[src/design/iet_pkg.sv]
`default_nettype none
package iet_pkg;

  // fixed geometry of the taper kernel and of the pixel format
  localparam int KERNEL_SIZE  = 10;
  localparam int PIXEL_BITS   = 16;
  localparam int COEF_BITS    = 16;
  localparam int FRAC         = COEF_BITS - 1;
  localparam int ONE          = 1 << FRAC;
  localparam int HALF         = 1 << (FRAC - 1);
  localparam int MARG         = KERNEL_SIZE - 1;
  localparam int BACK         = ((KERNEL_SIZE + 1) >> 1) - 1;
  localparam int AHEAD        = KERNEL_SIZE - 1 - BACK;
  localparam int WSPAN        = 2 * KERNEL_SIZE - 1;
  localparam int KIDX_W       = $clog2(KERNEL_SIZE);
  localparam int WIX_W        = $clog2(WSPAN);
  localparam int ACC_W        = PIXEL_BITS + COEF_BITS + 8;
  localparam int CFG_W        = 11;
  localparam int MIN_DIM      = 2 * KERNEL_SIZE + 1;
  localparam int RESET_DIM    = 512;
  localparam int MAX_COLS_DEF = 1024;
  localparam int MAP_W        = 13;

  // register indexes of the configuration port
  localparam logic REG_IMAGE_ROWS = 1'b0;
  localparam logic REG_IMAGE_COLS = 1'b1;

  // normalised 1-d gaussian, sigma 1, unsigned q1.15
  localparam logic [COEF_BITS-1:0] GAUSS_H [KERNEL_SIZE] =
    '{16'd0, 16'd4, 16'd145, 16'd1769, 16'd7929,
      16'd13073, 16'd7929, 16'd1769, 16'd145, 16'd4};

  // normalised autocorrelation of the 1-d kernel, centre at MARG
  localparam logic [COEF_BITS-1:0] WEIGHT_TAB [WSPAN] =
    '{16'd0, 16'd0, 16'd0, 16'd4, 16'd62, 16'd599, 16'd3451, 16'd12053,
      16'd25514, 16'd32768, 16'd25514, 16'd12053, 16'd3451, 16'd599,
      16'd62, 16'd4, 16'd0, 16'd0, 16'd0};

  // item travelling along the row of mac cells
  typedef struct packed {
    logic                         valid;
    logic                         mark;   // closes the window, collects sums
    logic [KIDX_W-1:0]            row;
    logic [KIDX_W-1:0]            col;
    logic signed [PIXEL_BITS-1:0] re;
    logic signed [PIXEL_BITS-1:0] im;
    logic signed [ACC_W-1:0]      sum_re;
    logic signed [ACC_W-1:0]      sum_im;
  } tok_t;

  // 2-d kernel tap as the rounded outer product of the 1-d kernel
  function automatic logic [COEF_BITS-1:0] kern_coef(input logic [KIDX_W-1:0] i,
                                                     input logic [KIDX_W-1:0] j);
    logic [2*COEF_BITS-1:0] p;
    p = '0;
    if (i < KIDX_W'(KERNEL_SIZE) && j < KIDX_W'(KERNEL_SIZE)) begin
      p = GAUSS_H[i] * GAUSS_H[j] + (2*COEF_BITS)'(HALF);
    end
    return p[FRAC +: COEF_BITS];
  endfunction

  // maps a position in an extent of n onto the border weight table
  function automatic logic [WIX_W-1:0] map_pos(input logic [MAP_W-1:0] p,
                                               input logic [MAP_W-1:0] n);
    logic signed [MAP_W+1:0] t;
    logic [WIX_W-1:0]        r;
    t = $signed({2'b00, p}) - $signed({2'b00, n}) + (MAP_W+2)'(2*MARG+1);
    if (p < MAP_W'(MARG)) begin
      r = p[WIX_W-1:0];
    end else if ({1'b0, p} + (MAP_W+1)'(MARG) < {1'b0, n}) begin
      r = WIX_W'(MARG);
    end else if (t > (MAP_W+2)'(2*MARG)) begin
      r = WIX_W'(2*MARG);
    end else if (t < 0) begin
      r = '0;
    end else begin
      r = t[WIX_W-1:0];
    end
    return r;
  endfunction

endpackage
`default_nettype wire

[src/design/iet_cell.sv]
`default_nettype none
module iet_cell #(
  parameter int IDX = 0
) (
  input  wire logic          clk,
  input  wire logic          rst,
  input  wire iet_pkg::tok_t tin,
  output iet_pkg::tok_t      tout
);
  import iet_pkg::*;

  logic signed [ACC_W-1:0]                acc_re;
  logic signed [ACC_W-1:0]                acc_im;
  logic        [COEF_BITS-1:0]            coef;
  logic signed [PIXEL_BITS+COEF_BITS:0]   prod_re;
  logic signed [PIXEL_BITS+COEF_BITS:0]   prod_im;
  tok_t                                   tnext;

  // one kernel row per cell, the column picks the tap
  assign coef    = kern_coef(KIDX_W'(IDX), tin.col);
  assign prod_re = tin.re * $signed({1'b0, coef});
  assign prod_im = tin.im * $signed({1'b0, coef});

  // the marker picks up this row's sum on its way past
  always_comb begin
    tnext = tin;
    if (tin.valid && tin.mark) begin
      tnext.sum_re = tin.sum_re + acc_re;
      tnext.sum_im = tin.sum_im + acc_im;
    end
  end

  always_ff @(posedge clk) begin
    if (rst) begin
      acc_re <= '0;
      acc_im <= '0;
      tout   <= '0;
    end else begin
      tout <= tnext;
      if (tin.valid && tin.mark) begin
        acc_re <= '0;
        acc_im <= '0;
      end else if (tin.valid && tin.row == KIDX_W'(IDX)) begin
        acc_re <= acc_re + ACC_W'(prod_re);
        acc_im <= acc_im + ACC_W'(prod_im);
      end
    end
  end

endmodule
`default_nettype wire

[config.mk]
export PLATFORM = sky130hd
export DESIGN_NAME = iet_cell
export DESIGN_NICKNAME = d
export VERILOG_FILES = /design/src/design/iet_pkg.sv /design/src/design/iet_cell.sv
export SDC_FILE = /design/constraint.sdc
export NUM_CORES = 1
export LEC_CHECK = 0
export ABC_AREA = 0
export BUFFER_PORTS_ARGS = -buffer_cell sky130_fd_sc_hd__buf_2
export CORE_ASPECT_RATIO = 0.8
export CORE_MARGIN = 1
export CORE_UTILIZATION = 37
export CTS_CLUSTER_DIAMETER = 50
export DETAILED_ROUTE_END_ITERATION = 6
export GPL_TIMING_DRIVEN = 0
export PLACE_DENSITY = 0.78
export SLEW_MARGIN = 20
export SYNTH_ARGS = -nofsm -noshare
export SYNTH_HDL_FRONTEND = slang
export SYNTH_SLANG_ARGS = --single-unit
[constraint.sdc]
create_clock -name clk -period 0.9 [get_ports clk]
set_clock_uncertainty 0.1 [all_clocks]
set_input_delay 0.09 -clock clk [delete_from_list [all_inputs] [get_ports clk]]
set_output_delay 0.09 -clock clk [all_outputs]
set_load 0.02 [all_outputs]
==> results.tsv, run 1 <==
stage	metric	value	unit
timing	Peak Freq	939	MHz
routing	Vias/cell	4.67	
routing	Avg WL per Cell	17.5	µm
routing	Routed WL	15100	µm
yosys	Adder-Cell Fraction of Synth Area	0.340	%
yosys	largest family of logic cells by synthesized area	simple AND/OR/NAND/NOR gates	
worst_setup_path	WP data arrival	0.88	ns
timing	crit path time final	1.07	ns
routing	routed length on met3	933	µm
clock_tree	clock tree from TritonCTS	built	
clock_tree	CTS Buffer Depth	2	
clock_tree	CTS clk-pin slew, worst paths	0.06	ns
yosys	post-synthesis instance total	331	
routing	Final ANT Viol Nets	0	
yosys	xor/xnor share of the synthesized area	0.952	%
yosys	syn nets	456	
worst_setup_path	crit path cell chain	buf_6	
yosys	Post-Synth Simple-Gate Area	25.9	%
layout	Final Util	80.8	%
timing	endpoints failing hold	1	
floorplanning	Total Die Area	10400	µm²
yosys	Post-Syn Area	3680	µm²
timing	Final setup viols	122	
placed_design	Inst Count DP	712	
timing	Worst-Margin Slew	0.583	ns
floorplanning	Die Y	91.2	µm
layout	max FFs per register	122	
routing	Iter 0 DRT Violations	136	
worst_setup_path	Max stage delay cell, worst path	dfxtp_2	
grt	largest net degree at the start of global routing	17	
grt	initial antenna violation count	1	
grt	GRT Util Overall	29.2	%
yosys	Yosys reg bits	122	
clock_tree	Num CTS Buffers	17	
worst_setup_path	Req. time, crit path	0.71	ns
timing	Worst slew margin	60.8	%
layout	Layout Nets	841	
worst_setup_path	Buf/Inv on CP	1	
flow_run	Max Cap Viol	0	
layout	fill cell count	508	
yosys	dominant synthesized flop cell	dfxtp_1	
timing	TNS Setup	-15.75	ns
worst_setup_path	CP Class	register to output port	
placed_design	routability cong.	0.770	
clock_tree	number of setup buffers added after CTS	0	
routing	max layer used	met5	
floorplanning	I/O pin total	246	
clock_tree	H-tree levels	4	
floorplanning	Placeable Area	9650	µm²
layout	number of diodes	0	
hold_path	Worst Hold Class	input pin to register	
placed_design	DP Worst Slack	-0.641	ns
floorplanning	initial core utilization	38.1	%
worst_setup_path	Largest delay share family, worst path	flip-flops	
placed_design	number of port buffers	245	
status	failing checks	hold timing, setup timing	
yosys	Distinct cells, synth	25	
status	status	finished with violations	
clock_tree	Root Buffer	clkbuf_16	
timing	Max Transition Viols Final	0	
power_and_ir_drop	Power Density	1890	nW/µm²
routing	DR WL met2	8220	µm
power_and_ir_drop	worst vdd ir	1.34	mV
layout	registers with the most flip-flops	tout: 122 flops	
yosys	mux cell area share after synthesis	0.306	%
grt	first-pass GRT wire length	22600	µm
yosys	Syn Area/Cell	11.1	µm²
timing	worst setup margin	-0.165	ns
grt	number of global-route vias before repair	4328	
layout	Post-Layout Cell Count	864	
power_and_ir_drop	PnR Total Power	14.7	mW
yosys	Yosys warnings	0	
layout	Largest Register	tout	
yosys	sequential fraction of the synthesis area	66.3	%
power_and_ir_drop	Pleak	3.43	nW
floorplanning	num rows	32	
floorplanning	Die X	114	µm
timing	RSZ-0062 raised after global routing	yes	
clock_tree	clock sinks	122	
routing	Vias	4039	
timing	Hold WS	-0.0583	ns
worst_setup_path	max incr delay on CP	0.36	ns
routing	Pre-antenna DRT Iters	4	
yosys	compound-cell area share of the yosys netlist	4.35	%
routing	DRC Markers	0	
grt	total gr overflow	0	
routing	met1 wire length	5350	µm
clock_tree	hold buffers post-CTS	122	
yosys	Post-synth EDFFs	0	
placed_design	hpwl dp	7550	µm
worst_setup_path	crit path max fanout	1	
timing	Tcrit/Tclk final	118	%
worst_setup_path	Crit. End Element	output port	
layout	Layout area overhead	112	%
yosys	Post-synth ARST share	0	%
layout	share of layout cells above drive strength 1	55.4	%
worst_setup_path	Startpoint Class	register	
## power breakdown
part	switching [mW]	leakage (nW)	internal, mW
combinational	0.954	2.11	1.23
sequential	0.161	1.05	5.76
clock	2.46	0.269	4.18
## worst paths after layout
path | to | startpoint | cells after the start
hold / removal | tout[38] | tin[38] | 3
setup / recovery | tout[77] | tout[77] | 1
## final cells by class
class	instances	area (µm²)	area share [%]
buffer	15	62.6	0.802
clock buffer	19	453	5.81
clock inverter	12	125	1.60
multi-input combinational	193	1180	15.1
sequential	122	2590	33.3
tap	136	170	2.18
timing repair buffer	367	3210	41.2
## per-layer routing
metal | global-route usage, % | up-vias
met4 | 15.1 | 2
met2 | 55.8 | 213
li1 | - | 1867
met1 | 27.8 | 1900
met3 | 8.61 | 57
met5 | 0 | -
## per-stage QoR
stage	cell area, µm²	hold slack (ns)
floorplan	3680	0.118
global placement	5080	0.197
detailed placement	5080	0.203
CTS	7790	-0.0723
global route	7800	-0.0513
finish	7800	-0.0583
## synthesized netlist by cell type, drive strengths merged (2+ instances only)
library cell	count	area (µm²)
dfxtp	122	2440
nor2b	103	644
a21oi	15	75.1
clkbuf	14	52.6
nand2	11	41.3
or4	10	75.1
nand4	8	50.1
o21ai	8	40.0
or3	8	50.1
o31ai	6	45.0
nand3	5	25.0
nor2	5	18.8
and4	2	17.5
buf	2	8.75
nor3	2	10.0
xnor2	2	17.5
xor2	2	17.5
## placed cells by master, fill, tap and decap left out, types with 7 or more instances in the layout
cell	netlist	final
dfxtp_2	0	122
o21ai_1	7	7
nand2_1	11	11
buf_2	1	123
nor2b_1	103	103
or4_1	10	10
or3_1	8	8
a21oi_1	15	15
clkbuf_1	14	9
buf_6	0	122
nand4_1	8	8
dlygate4sd3_1	0	122
clkbuf_16	0	17
## what timing repair did
item	CTS	global route
resized for setup	364	5
setup endpoints to repair	202	123
hold endpoints to repair	122	1
## cells by family after synthesis
logic type,after synthesis
fa+ha+maj,1
buf+inv,16
mux,1
simple gates,157
compound gates,29
other cells,1
xor+xnor,4
flops,122
(Power assumes the default switching activity.)
==> run 2: changes to the inputs <==
CELL_PAD_IN_SITES_DETAIL_PLACEMENT = 0   (was unset)
CELL_PAD_IN_SITES_GLOBAL_PLACEMENT = 1   (was unset)
CORE_UTILIZATION = 26   (was 37)
CTS_CLUSTER_SIZE = 10   (was unset)
PLACE_DENSITY = 0.77   (was 0.78)
==> run 2 against run 1 <==
Net effect:
- flip-flop and latch count is the same
- first-iteration DRC count shrank 6.6%
- largest cell class unchanged
- utilization shrank 23 points
- sequential power is essentially flat
- combinational power shrank 3%
- critical endpoint is now tout[43]
- hold slack gained 0.0060 ns
- global-route usage shrank 11 points
- routed wire length shrank 12%
- the run still ends with hold timing, setup timing left
==> results.tsv, run 2 (same netlist as run 1, synthesis figures left out) <==
stage	metric	value	unit
floorplanning	I/O pin total	246	
timing	crit path time final	1.05	ns
timing	Worst slew margin	64.3	%
placed_design	number of port buffers	245	
clock_tree	Root Buffer	clkbuf_16	
layout	Largest Register	tout	
routing	Vias	3851	
clock_tree	clock tree from TritonCTS	built	
hold_path	Worst Hold Class	input pin to register	
layout	fill cell count	1081	
floorplanning	Die X	135	µm
hold_path	hold endpoint	tout[38]	
routing	DRC Markers	0	
timing	Max Transition Viols Final	0	
worst_setup_path	Largest delay share family, worst path	flip-flops	
status	failing checks	hold timing, setup timing	
placed_design	routability cong.	0.789	
floorplanning	num rows	38	
grt	total gr overflow	0	
clock_tree	Num CTS Buffers	17	
floorplanning	Total Die Area	14600	µm²
floorplanning	Placeable Area	13700	µm²
grt	initial antenna violation count	0	
routing	Final ANT Viol Nets	0	
flow_run	Max Cap Viol	0	
worst_setup_path	WP data arrival	0.86	ns
timing	worst setup margin	-0.154	ns
routing	Avg WL per Cell	14.8	µm
timing	Final setup viols	122	
worst_setup_path	Worst setup startpoint	tout[43]	
hold_path	HP Start	tin[38]	
clock_tree	H-tree levels	4	
layout	share of layout cells above drive strength 1	55.0	%
power_and_ir_drop	Power Density	1930	nW/µm²
grt	first-pass GRT wire length	20000	µm
worst_setup_path	crit path cell chain	buf_6	
layout	number of diodes	0	
worst_setup_path	Req. time, crit path	0.71	ns
worst_setup_path	Startpoint Class	register	
clock_tree	CTS clk-pin slew, worst paths	0.05	ns
grt	GRT Util Overall	18.2	%
routing	Vias/cell	4.25	
timing	TNS Setup	-16.33	ns
layout	commonest non-fill, non-tap cell in the layout	buf_2	
worst_setup_path	Crit. End Element	output port	
hold_path	hold depth	3	
worst_setup_path	max incr delay on CP	0.34	ns
routing	Pre-antenna DRT Iters	4	
floorplanning	initial core utilization	26.9	%
status	status	finished with violations	
timing	Worst-Margin Slew	0.535	ns
timing	RSZ-0062 raised after global routing	yes	
placed_design	hpwl dp	8300	µm
layout	registers with the most flip-flops	tout: 122 flops	
timing	Peak Freq	949	MHz
layout	Layout Nets	840	
worst_setup_path	crit path max fanout	1	
power_and_ir_drop	PnR Total Power	15.2	mW
worst_setup_path	Max stage delay cell, worst path	dfxtp_2	
timing	endpoints failing hold	2	
layout	most used cells in the layout excluding fill and tap cells	buf_2 (124), buf_6 (122), dfxtp_2 (122), dlygate4sd3_1 (121), nor2b_1 (103)	
grt	number of global-route vias before repair	4087	
grt	largest net degree at the start of global routing	17	
routing	Iter 0 DRT Violations	127	
power_and_ir_drop	Pleak	3.46	nW
timing	Hold WS	-0.0523	ns
clock_tree	CTS Buffer Depth	2	
clock_tree	clock sinks	122	
floorplanning	Die Y	108	µm
routing	Routed WL	13400	µm
layout	Layout area overhead	114	%
worst_setup_path	CP Class	register to output port	
layout	max FFs per register	122	
worst_setup_path	Buf/Inv on CP	1	
timing	Tcrit/Tclk final	117	%
power_and_ir_drop	worst vdd ir	1.31	mV
## run 2: cell count changes in the layout (fill, tap and decap cells not counted), moves of 2 or more
cell        before  now
clkinvlp_4       6    1
clkinv_4         0    4
clkbuf_1         9   12
clkinv_2         4    1
bufinv_16        2    4
## run 2: worst max path at each step
| stage | to | slack, ns | depth (start not counted) |
|---|---|---|---|
| after detailed placement | tout[40] | -0.78 | 4 |
| final | tout[43] | -0.15 | 1 |
| after CTS | tout[44] | -0.18 | 1 |
| after global placement | tout[40] | -0.75 | 4 |
| after floorplan | tout[17] | -0.009 | 3 |
| after global routing | tout[43] | -0.20 | 1 |
## run 2: where the power goes
group	internal (mW)	switching [mW]	leakage, nW	total (mW)
clock network	4.77	2.41	0.303	7.18
logic	1.23	0.908	2.10	2.13
registers	5.76	0.144	1.05	5.90
total	11.8	3.46	3.46	15.2
## run 2: cell type report
cell class / instances / area [µm²] / area share (%)
timing repair buffer: 366 / 3200 / 40.6
sequential: 122 / 2590 / 32.9
multi-input combinational: 193 / 1180 / 14.9
clock buffer: 21 / 460 / 5.84
tap: 180 / 225 / 2.86
clock inverter: 10 / 168 / 2.13
buffer: 15 / 61.3 / 0.777
## run 2: what timing repair did
action	4_1_cts	5_1_grt
setup endpoints to repair	202	133
hold buffers	121	1
cloned	0	0
buffers inserted	0	0
endpoints found under the hold margin	122	2
resized for setup	364	4
## run 2: metal layers
layer / up-vias / wire length (µm) / global-route usage (%)
met1: 1794 / 5210 / 18.8
met5: - / 0 / 0
met4: 0 / 173 / 6.66
met2: 173 / 6980 / 33.4
li1: 1867 / - / -
met3: 17 / 1040 / 7.08
## run 2: per-stage QoR
step,setup WS (ns),cell area (µm²),util [%],hold slack [ns],instances
floorplan,-0.00944,3680,-,0.118,331
finish,-0.154,7890,57.6,-0.0523,907
CTS,-0.175,7880,57.6,-0.0765,907
global placement,-0.748,5130,37.5,0.198,756
global route,-0.195,7890,57.6,-0.0740,907
detailed placement,-0.779,5130,37.5,0.205,756
